==> config.mk <==
export PLATFORM = sky130hd
export DESIGN_NAME = pcm_block_level_db_meter_core
export DESIGN_NICKNAME = d
export VERILOG_FILES = /design/src/sv/pbldb_pkg.sv /design/src/sv/pcm_block_level_db_meter_core.sv /design/src/sv/pbldb_ctrl.sv /design/src/sv/pbldb_dp.sv
export SDC_FILE = /design/constraint.sdc
export NUM_CORES = 2
export LEC_CHECK = 0
export BUFFER_PORTS_ARGS = -buffer_cell sky130_fd_sc_hd__buf_2
export CORE_MARGIN = 2
export CORE_UTILIZATION = 55
export DETAILED_ROUTE_END_ITERATION = 12
export PLACE_DENSITY_LB_ADDON = 0.3
export SETUP_SLACK_MARGIN = 0.4
export SLEW_MARGIN = 15
export SYNTH_ARGS = -nofsm -noshare
export SYNTH_HDL_FRONTEND = slang
export SYNTH_HIERARCHICAL = 1
export SYNTH_SLANG_ARGS = --single-unit
==> constraint.sdc <==
create_clock -name clk_i -period 15.1 [get_ports clk_i]
set_input_delay 3.775 -clock clk_i [delete_from_list [all_inputs] [get_ports clk_i]]
set_output_delay 3.775 -clock clk_i [all_outputs]
set_load 0.005 [all_outputs]
==> src/sv/pbldb_pkg.sv <==
// Shared types, constants and the Q16 threshold table of the block level dB meter.
package pbldb_pkg;

  // Search covers 0..DB_TOP dB of ratio between the larger and smaller operand
  localparam int unsigned KW = 7;
  localparam logic [KW-1:0] DB_TOP = 7'd96;

  // Thresholds repeat every decade of 20 dB, scaled by ten
  localparam int unsigned RW = 5;
  localparam logic [RW-1:0] RES_LAST = 5'd19;
  localparam int unsigned BW = 20;

  typedef enum logic [2:0] {
    ST_ACC,
    ST_SETUP,
    ST_MUL,
    ST_CMP,
    ST_WAIT
  } state_e;

  typedef struct packed {
    logic acc;    // add the transferred sample into the block sum
    logic setup;  // snapshot sum and count, clear them, start search
    logic mul;    // form scaled threshold product
    logic step;   // advance to the next dB step
    logic fin;    // latch the final level
    logic push;   // move the level into the output register
  } cmd_t;

  typedef struct packed {
    logic zero;      // silent block or empty count
    logic hit;       // big * 2^16 below product: level found
    logic k_top;     // search at its last step
    logic out_free;  // output register can take a result this cycle
  } status_t;

  // round(65536 * 10^(r/20)), r = 0..19
  function automatic logic [BW-1:0] thr_base(input logic [RW-1:0] r);
    logic [BW-1:0] t;
    case (r)
      5'd0:    t = 20'd65536;
      5'd1:    t = 20'd73533;
      5'd2:    t = 20'd82505;
      5'd3:    t = 20'd92572;
      5'd4:    t = 20'd103868;
      5'd5:    t = 20'd116541;
      5'd6:    t = 20'd130762;
      5'd7:    t = 20'd146717;
      5'd8:    t = 20'd164619;
      5'd9:    t = 20'd184706;
      5'd10:   t = 20'd207243;
      5'd11:   t = 20'd232531;
      5'd12:   t = 20'd260904;
      5'd13:   t = 20'd292739;
      5'd14:   t = 20'd328458;
      5'd15:   t = 20'd368536;
      5'd16:   t = 20'd413504;
      5'd17:   t = 20'd463959;
      5'd18:   t = 20'd520571;
      5'd19:   t = 20'd584090;
      default: t = 20'd65536;
    endcase
    return t;
  endfunction

endpackage

==> src/sv/pcm_block_level_db_meter_core.sv <==
// Top level of the PCM block level dB meter: controller plus datapath.
//
//   channel | direction | handshake              | payload
//   --------+-----------+------------------------+-----------------------------
//   in      | input     | in_valid_i / in_ready_o | sample_i (s16), last_i
//   out     | output    | out_valid_o / out_ready_i | level_db_o (s8)
//
// A sample without last transfers and is summed at once.
// A sample with last holds input ready low for a setup state, then a registered
// threshold multiply and a compare per dB step, and a load state; a silent block
// skips the compare. The level found is at most DB_TOP (96) dB in magnitude.
// The result sits in an output register; a stalled receiver holds the load
// cycle, after which new samples transfer while the result waits to be taken.
// Asynchronous active-low reset clears sum, count, state and output valid.
module pcm_block_level_db_meter_core #(
  parameter int unsigned MAX_BLOCK_SAMPLES = 4096
) (
  input  logic               clk_i,
  input  logic               rst_ni,
  input  logic               in_valid_i,
  output logic               in_ready_o,
  input  logic signed [15:0] sample_i,
  input  logic               last_i,
  output logic               out_valid_o,
  input  logic               out_ready_i,
  output logic signed [7:0]  level_db_o
);
  import pbldb_pkg::*;

  cmd_t    cmd;
  status_t sts;

  // Sequence accumulate, search and delivery
  pbldb_ctrl u_ctrl (
    .clk_i      (clk_i),
    .rst_ni     (rst_ni),
    .in_valid_i (in_valid_i),
    .last_i     (last_i),
    .in_ready_o (in_ready_o),
    .sts_i      (sts),
    .cmd_o      (cmd)
  );

  // Hold the block sum and count, run the threshold compare, drive the result
  pbldb_dp #(
    .MAX_BLOCK_SAMPLES (MAX_BLOCK_SAMPLES)
  ) u_dp (
    .clk_i       (clk_i),
    .rst_ni      (rst_ni),
    .sample_i    (sample_i),
    .out_ready_i (out_ready_i),
    .out_valid_o (out_valid_o),
    .level_db_o  (level_db_o),
    .cmd_i       (cmd),
    .sts_o       (sts)
  );

endmodule

==> src/sv/pbldb_ctrl.sv <==
// Controller state machine of the block level dB meter: accumulate, search, deliver.
module pbldb_ctrl (
  input  logic              clk_i,
  input  logic              rst_ni,
  input  logic              in_valid_i,
  input  logic              last_i,
  output logic              in_ready_o,
  input  pbldb_pkg::status_t sts_i,
  output pbldb_pkg::cmd_t   cmd_o
);
  import pbldb_pkg::*;

  state_e state_q, state_d;

  always_ff @(posedge clk_i or negedge rst_ni) begin
    if (!rst_ni) begin
      state_q <= ST_ACC;
    end else begin
      state_q <= state_d;
    end
  end

  always_comb begin
    state_d = state_q;
    case (state_q)
      ST_ACC: begin
        if (in_valid_i && last_i) state_d = ST_SETUP;
      end
      ST_SETUP: state_d = ST_MUL;
      ST_MUL: begin
        state_d = sts_i.zero ? ST_WAIT : ST_CMP;
      end
      ST_CMP: begin
        state_d = (sts_i.hit || sts_i.k_top) ? ST_WAIT : ST_MUL;
      end
      ST_WAIT: begin
        if (sts_i.out_free) state_d = ST_ACC;
      end
      default: state_d = ST_ACC;
    endcase
  end

  always_comb begin
    cmd_o      = '0;
    in_ready_o = 1'b0;
    case (state_q)
      ST_ACC: begin
        in_ready_o = 1'b1;
        cmd_o.acc  = in_valid_i;
      end
      ST_SETUP: cmd_o.setup = 1'b1;
      ST_MUL: begin
        cmd_o.fin = sts_i.zero;
        cmd_o.mul = !sts_i.zero;
      end
      ST_CMP: begin
        cmd_o.fin  = sts_i.hit || sts_i.k_top;
        cmd_o.step = !(sts_i.hit || sts_i.k_top);
      end
      ST_WAIT: cmd_o.push = sts_i.out_free;
      default: cmd_o = '0;
    endcase
  end

endmodule

==> src/sv/pbldb_dp.sv <==
// Datapath of the block level dB meter: sum and count, threshold search, output register.
module pbldb_dp #(
  parameter int unsigned MAX_BLOCK_SAMPLES = 4096
) (
  input  logic               clk_i,
  input  logic               rst_ni,
  input  logic signed [15:0] sample_i,
  input  logic               out_ready_i,
  output logic               out_valid_o,
  output logic signed [7:0]  level_db_o,
  input  pbldb_pkg::cmd_t    cmd_i,
  output pbldb_pkg::status_t sts_o
);
  import pbldb_pkg::*;

  localparam int unsigned CntW = $clog2(MAX_BLOCK_SAMPLES + 1);
  localparam int unsigned SumW = CntW + 15;
  localparam int unsigned ScW  = CntW + 14;  // count times up to 10^4
  localparam int unsigned PrW  = ScW + BW;
  localparam logic [CntW-1:0] CntMax = CntW'(MAX_BLOCK_SAMPLES);

  logic [SumW-1:0] sum_q;
  logic [CntW-1:0] cnt_q;
  logic [SumW-1:0] big_q;
  logic [ScW-1:0]  sc_q;
  logic [PrW-1:0]  prod_q;
  logic [KW-1:0]   k_q;
  logic [RW-1:0]   r_q;
  logic            neg_q;
  logic            zero_q;
  logic signed [7:0] lvl_q;

  logic [15:0]     mag;
  logic            s_ge_c;
  logic [CntW-1:0] small_v;
  logic [KW-1:0]   lvl_mag;

  assign mag     = sample_i[15] ? 16'(~sample_i + 16'sd1) : 16'(sample_i);
  assign s_ge_c  = sum_q >= SumW'(cnt_q);
  // When the sum is below the count it is narrower than the count
  assign small_v = s_ge_c ? cnt_q : sum_q[CntW-1:0];

  // Accumulator and count; clear on snapshot
  always_ff @(posedge clk_i or negedge rst_ni) begin
    if (!rst_ni) begin
      sum_q <= '0;
      cnt_q <= '0;
    end else if (cmd_i.setup) begin
      sum_q <= '0;
      cnt_q <= '0;
    end else if (cmd_i.acc && (cnt_q < CntMax)) begin
      sum_q <= sum_q + SumW'(mag);
      cnt_q <= cnt_q + 1'b1;
    end
  end

  // Search registers: big/small operand, scaled small, step index
  always_ff @(posedge clk_i) begin
    if (cmd_i.setup) begin
      big_q  <= s_ge_c ? sum_q : SumW'(cnt_q);
      sc_q   <= ScW'(small_v);
      neg_q  <= !s_ge_c;
      zero_q <= (sum_q == '0) || (cnt_q == '0);
      k_q    <= KW'(1);
      r_q    <= RW'(1);
    end else if (cmd_i.step) begin
      k_q <= k_q + 1'b1;
      if (r_q == RES_LAST) begin
        r_q  <= '0;
        sc_q <= ScW'({sc_q, 3'b000} + {sc_q, 1'b0});
      end else begin
        r_q <= r_q + 1'b1;
      end
    end
    if (cmd_i.mul) begin
      prod_q <= PrW'(sc_q) * PrW'(thr_base(r_q));
    end
    if (cmd_i.fin) begin
      lvl_q <= zero_q ? 8'sd0 : (neg_q ? -$signed({1'b0, lvl_mag}) : $signed({1'b0, lvl_mag}));
    end
  end

  // Compare big * 2^16 against small * T[k]
  always_comb begin
    sts_o.zero  = zero_q;
    sts_o.hit   = (PrW'({big_q, 16'd0})) < prod_q;
    sts_o.k_top = k_q == DB_TOP;
    sts_o.out_free = !out_valid_o || out_ready_i;
    lvl_mag     = sts_o.hit ? k_q - 1'b1 : k_q;
  end

  always_ff @(posedge clk_i or negedge rst_ni) begin
    if (!rst_ni) begin
      out_valid_o <= 1'b0;
    end else if (cmd_i.push) begin
      out_valid_o <= 1'b1;
    end else if (out_ready_i) begin
      out_valid_o <= 1'b0;
    end
  end

  always_ff @(posedge clk_i) begin
    if (cmd_i.push) level_db_o <= lvl_q;
  end

endmodule
# Yosys cells after proc, flatten, opt, wreduce, memory -nomap -nowiden
# Memories as Yosys holds them, arrays and structs flattened. A register that Yosys moved wholly into a read port is not among the register bits.
# Index checks and enable logic that the tools add are counted.
# Widths: inputs -> output; s select.
[word_totals]
ff_bits = 177
mem_bits_ro = 640
output_inout_bits = 10
elab_cells = 89
memories = 1
[memory_table]
columns = ["memory", "depth", "width", "read_ports", "rd_ports_with_merged_regs", "wr", "line_no", "text"]
rows = [
  ["(no name shown)", 32, 20, 1, 1, 0, "pbldb_pkg.sv:40", "case (r)"],
]
[op_classes]
n_addsub = 8
multipliers = 1
magnitude_cmp = 3
eq_ne = 8
mux = 30
bitwise = 2
reduce_logical = 20
[op_table]
columns = ["cell", "count"]
rows = [
  ["$mux 13", 7],
  ["$mux 28", 2],
  ["$lt 44x47->1", 1],
  ["$mul 27x20->47", 1],
  ["$add 28x16->28", 1],
  ["$ge 28x13->1", 1],
  ["$logic_not 28->1", 1],
  ["$add 27x27->27", 1],
  ["$mux 20", 1],
  ["$add 16x2->16 const B", 1],
  ["$mux 16", 1],
  ["$not 16->16", 1],
  ["$mux 5", 3],
  ["$pmux 3 s5", 1],
  ["$mux 7", 2],
  ["$add 13x1->13 const B", 1],
  ["$logic_not 13->1", 1],
  ["$lt 13x13->1 const B", 1],
  ["$mux 3", 4],
  ["$mux 1", 8],
  ["$neg 7->8", 1],
  ["$reduce_bool 2->1", 4],
  ["$add 7x1->7 const B", 1],
  ["$eq 7x7->1 const B", 1],
  ["15 further kinds", 25],
]

# Logic depth before layout (Yosys ltp)
[logic_depth]
depth_word = 6
ltp_mapped = 29

# By module
# Netlist, hierarchy kept.
[modules_own_cells]
columns = ["module", "n_inst", "cells_each", "area_each_um2", "seq_area_each_um2"]
rows = [
  ["pbldb_dp", 1, 3152, 28716.3, 5154.9],
  ["pbldb_ctrl", 1, 27, 242.7, 75.1],
]

# Least setup slack after synthesis
# No wires, ideal clock.
[synth_path]
path_type = "register -> register"
startpoint = "register (tool-made name)"
endpoint = "register u_dp.prod_q[43] (data pin)"
setup_time_ps = 262
arrival_time_ps = 6673
path_slack_ps = 8165
stages_incl_launch_ff = 27
path_buffers = 2
cell_sequence = "dfxtp_1 clkbuf_1 clkbuf_1 nand2_1 fa_1 inv_1 fa_1 inv_1 fa_1 inv_1 fa_1 fa_1 fa_1 inv_1 fa_1 inv_1 ha_1 a21oi_1 o21ai_0 a211oi_1 a21oi_2 a32o_1 a211oi_2 o31ai_1 a21oi_2 o21bai_1 xor2_1"
[synth_rtl]
columns = ["item", "line_no", "text"]
rows = [
  ["end signal, assigned", "pbldb_dp.sv:76", "prod_q <= PrW'(sc_q) * PrW'(thr_base(r_q));"],
  ["end, declared", "pbldb_dp.sv:26", "logic [PrW-1:0] prod_q;"],
]

# Final worst setup path
[layout_path]
startpoint = "register u_dp.sc_q[9]"
endpoint = "register u_dp.prod_q[43] (data pin)"
[layout_between]
elab_chain_cells = 1
[layout_rtl]
columns = ["item", "line_no", "text"]
rows = [
  ["start, declared", "pbldb_dp.sv:25", "logic [ScW-1:0] sc_q;"],
  ["start signal, assigned", "pbldb_dp.sv:61", "sc_q <= ScW'(small_v);"],
  ["start signal, assigned", "pbldb_dp.sv:70", "sc_q <= ScW'({sc_q, 3'b000} + {sc_q, 1'b0});"],
  ["$mul 27x20->47", "pbldb_dp.sv:76", ""],
]
# Every way passes these cells.
# A chain may end at the register's enable or synchronous reset.

==> summary.md <==
| Metric | Value |
|---|---|
| Status | `finished clean` |
| Setup TNS | `0 ns` |
| Mux contribution to synthesized area | `under 10%` |
| Hold buffers post-CTS | `0` |
| Worst Path Max Fanout | `22` |
| DR iter-0 viols | `approximately 1700` |
| Top-count cell post-synth | `inv_1` |
| Finished Cell Area | `30200 um2` |
| Clock skew | `0.0120 ns` |
| Fmax | `between 0.1 and 0.15 GHz` |
| Final setup vio count | `0` |
| Share of layout cells above drive strength 1 | `4.56%` |
| Post-DRT Antenna Nets | `0` |
| Routed wire length | `between 70 and 80 mm` |
| Max-slew headroom | `23.9%` |
| Yosys cell types | `79` |
| Routed wl met2 | `~35 mm` |
| Post-Place Worst Slack | `between 7 and 8 ns` |
| Area grow syn2layout | `4.39%` |
| Cell taking the most area after synthesis | `fa_1` |
| DP HPWL | `53.4 mm` |
| Minimum clock period | `around 8 ns` |
| Die Width | `233 um` |
| Reg2reg path depth | `25` |
| Final worst slack | `roughly 7.1 ns` |
| Routed length on met1 | `29.3 mm` |
| CTS-repair resized insts | `0` |
| Fin nets | `3824` |
| Post-Synth Simple-Gate Area | `16.7%` |
| Worst hold path type | `reg -> reg` |
| Flop-to-flop setup slack | `between 7 and 8 ns` |
| CTS Buf Count | `17` |
| Critical R2R Launch | `u_dp/sc_q[9]` |
| CP startpoint kind | `register` |
| Xor/xnor share of the synthesized area | `under 10%` |
| Worst path required time | `15.30 ns` |
| CORE AREA | `around 52000 um2` |
| Critical path origin | `u_dp/sc_q[9]` |
| PortBufs | `30` |
| Clock-pin slew on the worst setup and hold paths | `0.07 ns` |
| Synth Net Count | `3900` |
| Synthesis Warnings | `6` |
| Setup crit end | `u_dp/prod_q[43]` |
| Fin. Hold Viols | `0` |
| Mapped Avg Cell Area | `between 9 and 10 um2` |
| Clock sinks | `approximately 200` |
| Routability cong. | `about 0.92` |
| Main flop type after synthesis | `edfxtp_1` |
| CTS tree | `built` |
| Worst Setup End Kind | `register` |
| Post-synthesis sequential area ratio | `between 10% and 20%` |
| Synth Area in Compound Gates | `around 9%` |
| Max Slew Vio Count | `0` |
| Most area-consuming cells after synthesis | `fa_1, edfxtp_1, ha_1` |
| Pin slew with the least headroom to its limit | `1.14 ns` |
| Total GRT Usage | `27.5%` |
| WL per Instance | `18.7 um` |
| CTS max path bufs | `2` |
| Initial Util | `55.3%` |
| Synthesized area | `approximately 29000 um2` |
| FILL cells | `4552` |
| First-pass GRT wire length | `approximately 120 mm` |
| First-pass DRT Iterations | `6` |
| Worst Path Arrival | `8.24 ns` |
| Vias | `roughly 22000` |
| Post-CTS Setup Repair Bufs | `0` |
| Post-synthesis adder-cell area fraction | `41.9%` |
| Die Y | `233 um` |
| Largest net degree at the start of global routing | `94` |
| Synth Instances | `between 3000 and 4000` |
| Reg-to-reg critical path endpoint | `u_dp/prod_q[43]` |
| Largest family of logic cells by synthesized area | `adder cells` |
| RSZ-0062 raised after global routing | `false` |
| Period utilization | `between 50% and 60%` |
| CTS Root Cell | `clkbuf_16` |
| DRC violations left | `0` |
| Vias in the first global route | `23100` |
| #FFs+latches synth | `a little under 200` |
| Rows | `84` |
| Antenna violations before repair | `1` |
| Met3 wire length | `approximately 4 mm` |
| Top routing layer used | `met4` |
| Via density per instance | `roughly 5.7` |
| Number of synthesized flops with an enable pin | `106` |
| Global route overflow | `0` |
| Placed cell areas | `slightly below 30000 um2` |
| Post-synth top cells | `inv_1, fa_1, nand2_1, ha_1, and2_1` |
| Die area | `approximately 55000 um2` |
| Top cell type's share of synthesized area | `31.0%` |
| Maxcap violations | `0` |
| Async SR Flop Fraction | `22.8%` |
| Crit Path Class | `reg -> reg` |
| Ports | `31` |
| Clk_lat worst skew | `approximately 0.46 ns` |
| H-Tree Depth | `4` |
-- stage by stage --
stage | hold slack [ns] | cells | utilization [%]
2_1_floorplan | 0.400 | 3179 | -
3_3_place_gp | 0.406 | 3772 | 56.6
5_1_grt | 0.432 | 3804 | 57.8
3_5_place_dp | 0.407 | 3772 | 56.6
6_report | 0.422 | 3805 | 57.8
4_1_cts | 0.424 | 3804 | 57.7
-- layout make-up --
class                      instances  area, um2  share of cell area (%)
multi-input combinational       2244      21000                    69.3
sequential                       197       5230                    17.3
inverter                         573       2150                    7.12
tap                              688        861                    2.85
clock buffer                      19        464                    1.54
timing repair buffer              70        450                    1.49
clock inverter                    13        114                   0.377
antenna                            1       2.50                 0.00828
-- worst min-delay path by stage --
stage	start	to	cells after the start
floorplan	u_dp/lvl_q[0]	u_dp/level_db_o[0]	0
global placement	u_dp/lvl_q[4]	u_dp/level_db_o[4]	0
detailed placement	u_dp/lvl_q[1]	u_dp/level_db_o[1]	0
CTS	u_dp/lvl_q[1]	u_dp/level_db_o[1]	0
global route	u_dp/lvl_q[1]	u_dp/level_db_o[1]	0
finish	u_dp/lvl_q[1]	u_dp/level_db_o[1]	0
-- worst max-delay path: stages (launching register included) --
cell      delay [ns]
edfxtp_1        1.11
and2_1          0.26
fa_1            0.45
fa_1            0.52
inv_1           0.06
fa_1            0.52
inv_1           0.05
fa_1            0.49
inv_1           0.05
fa_1            0.50
inv_1           0.07
fa_1            0.54
inv_1           0.06
fa_1            0.54
inv_1           0.04
ha_1            0.37
nand4_1         0.11
o21bai_1        0.09
a221oi_1        0.47
a21oi_2         0.21
a32o_1          0.31
a211oi_2        0.32
o31ai_1         0.17
a21oi_2         0.22
o21bai_1        0.11
xor2_1          0.14
-- per-layer routing --
layer  vias up  track usage (%)
met5         -                0
met4         0             11.2
met3       168             4.15
met2       671             47.2
met1     11000             34.9
li1       9855                -
-- logic make-up after synthesis --
logic type / after synthesis
compound gates: 403
xor+xnor: 115
fa+ha+maj: 700
buf+inv: 738
flops: 197
mux: 38
simple gates: 988
-- placed cells by master, fill, tap and decap left out, drive strengths merged, types with 9 or more instances in the layout --
cell type,synthesis,layout
and2,252,252
edfxtp,106,106
nor2b,16,16
a211oi,15,15
inv,572,577
nand3,33,33
buf,17,70
o21ai,80,80
mux2,18,18
and3,12,12
nand2,407,407
a21oi,134,134
clkbuf,148,19
nand4,24,24
o211ai,11,11
fa,448,448
o21a,13,13
mux2i,20,20
o22ai,10,10
dfrtp,45,45
nor3,35,35
xnor2,87,87
nor2,125,125
ha,252,252
nor4,17,17
dfxtp,46,46
o21bai,16,16
xor2,28,28
or3,13,13
a31oi,9,9
nand2b,22,22
o31ai,9,9
nand3b,11,11
a21o,56,56
Power is not shown: default switching activity piles up to over one toggle a cycle in this logic, so the estimate is an artifact.
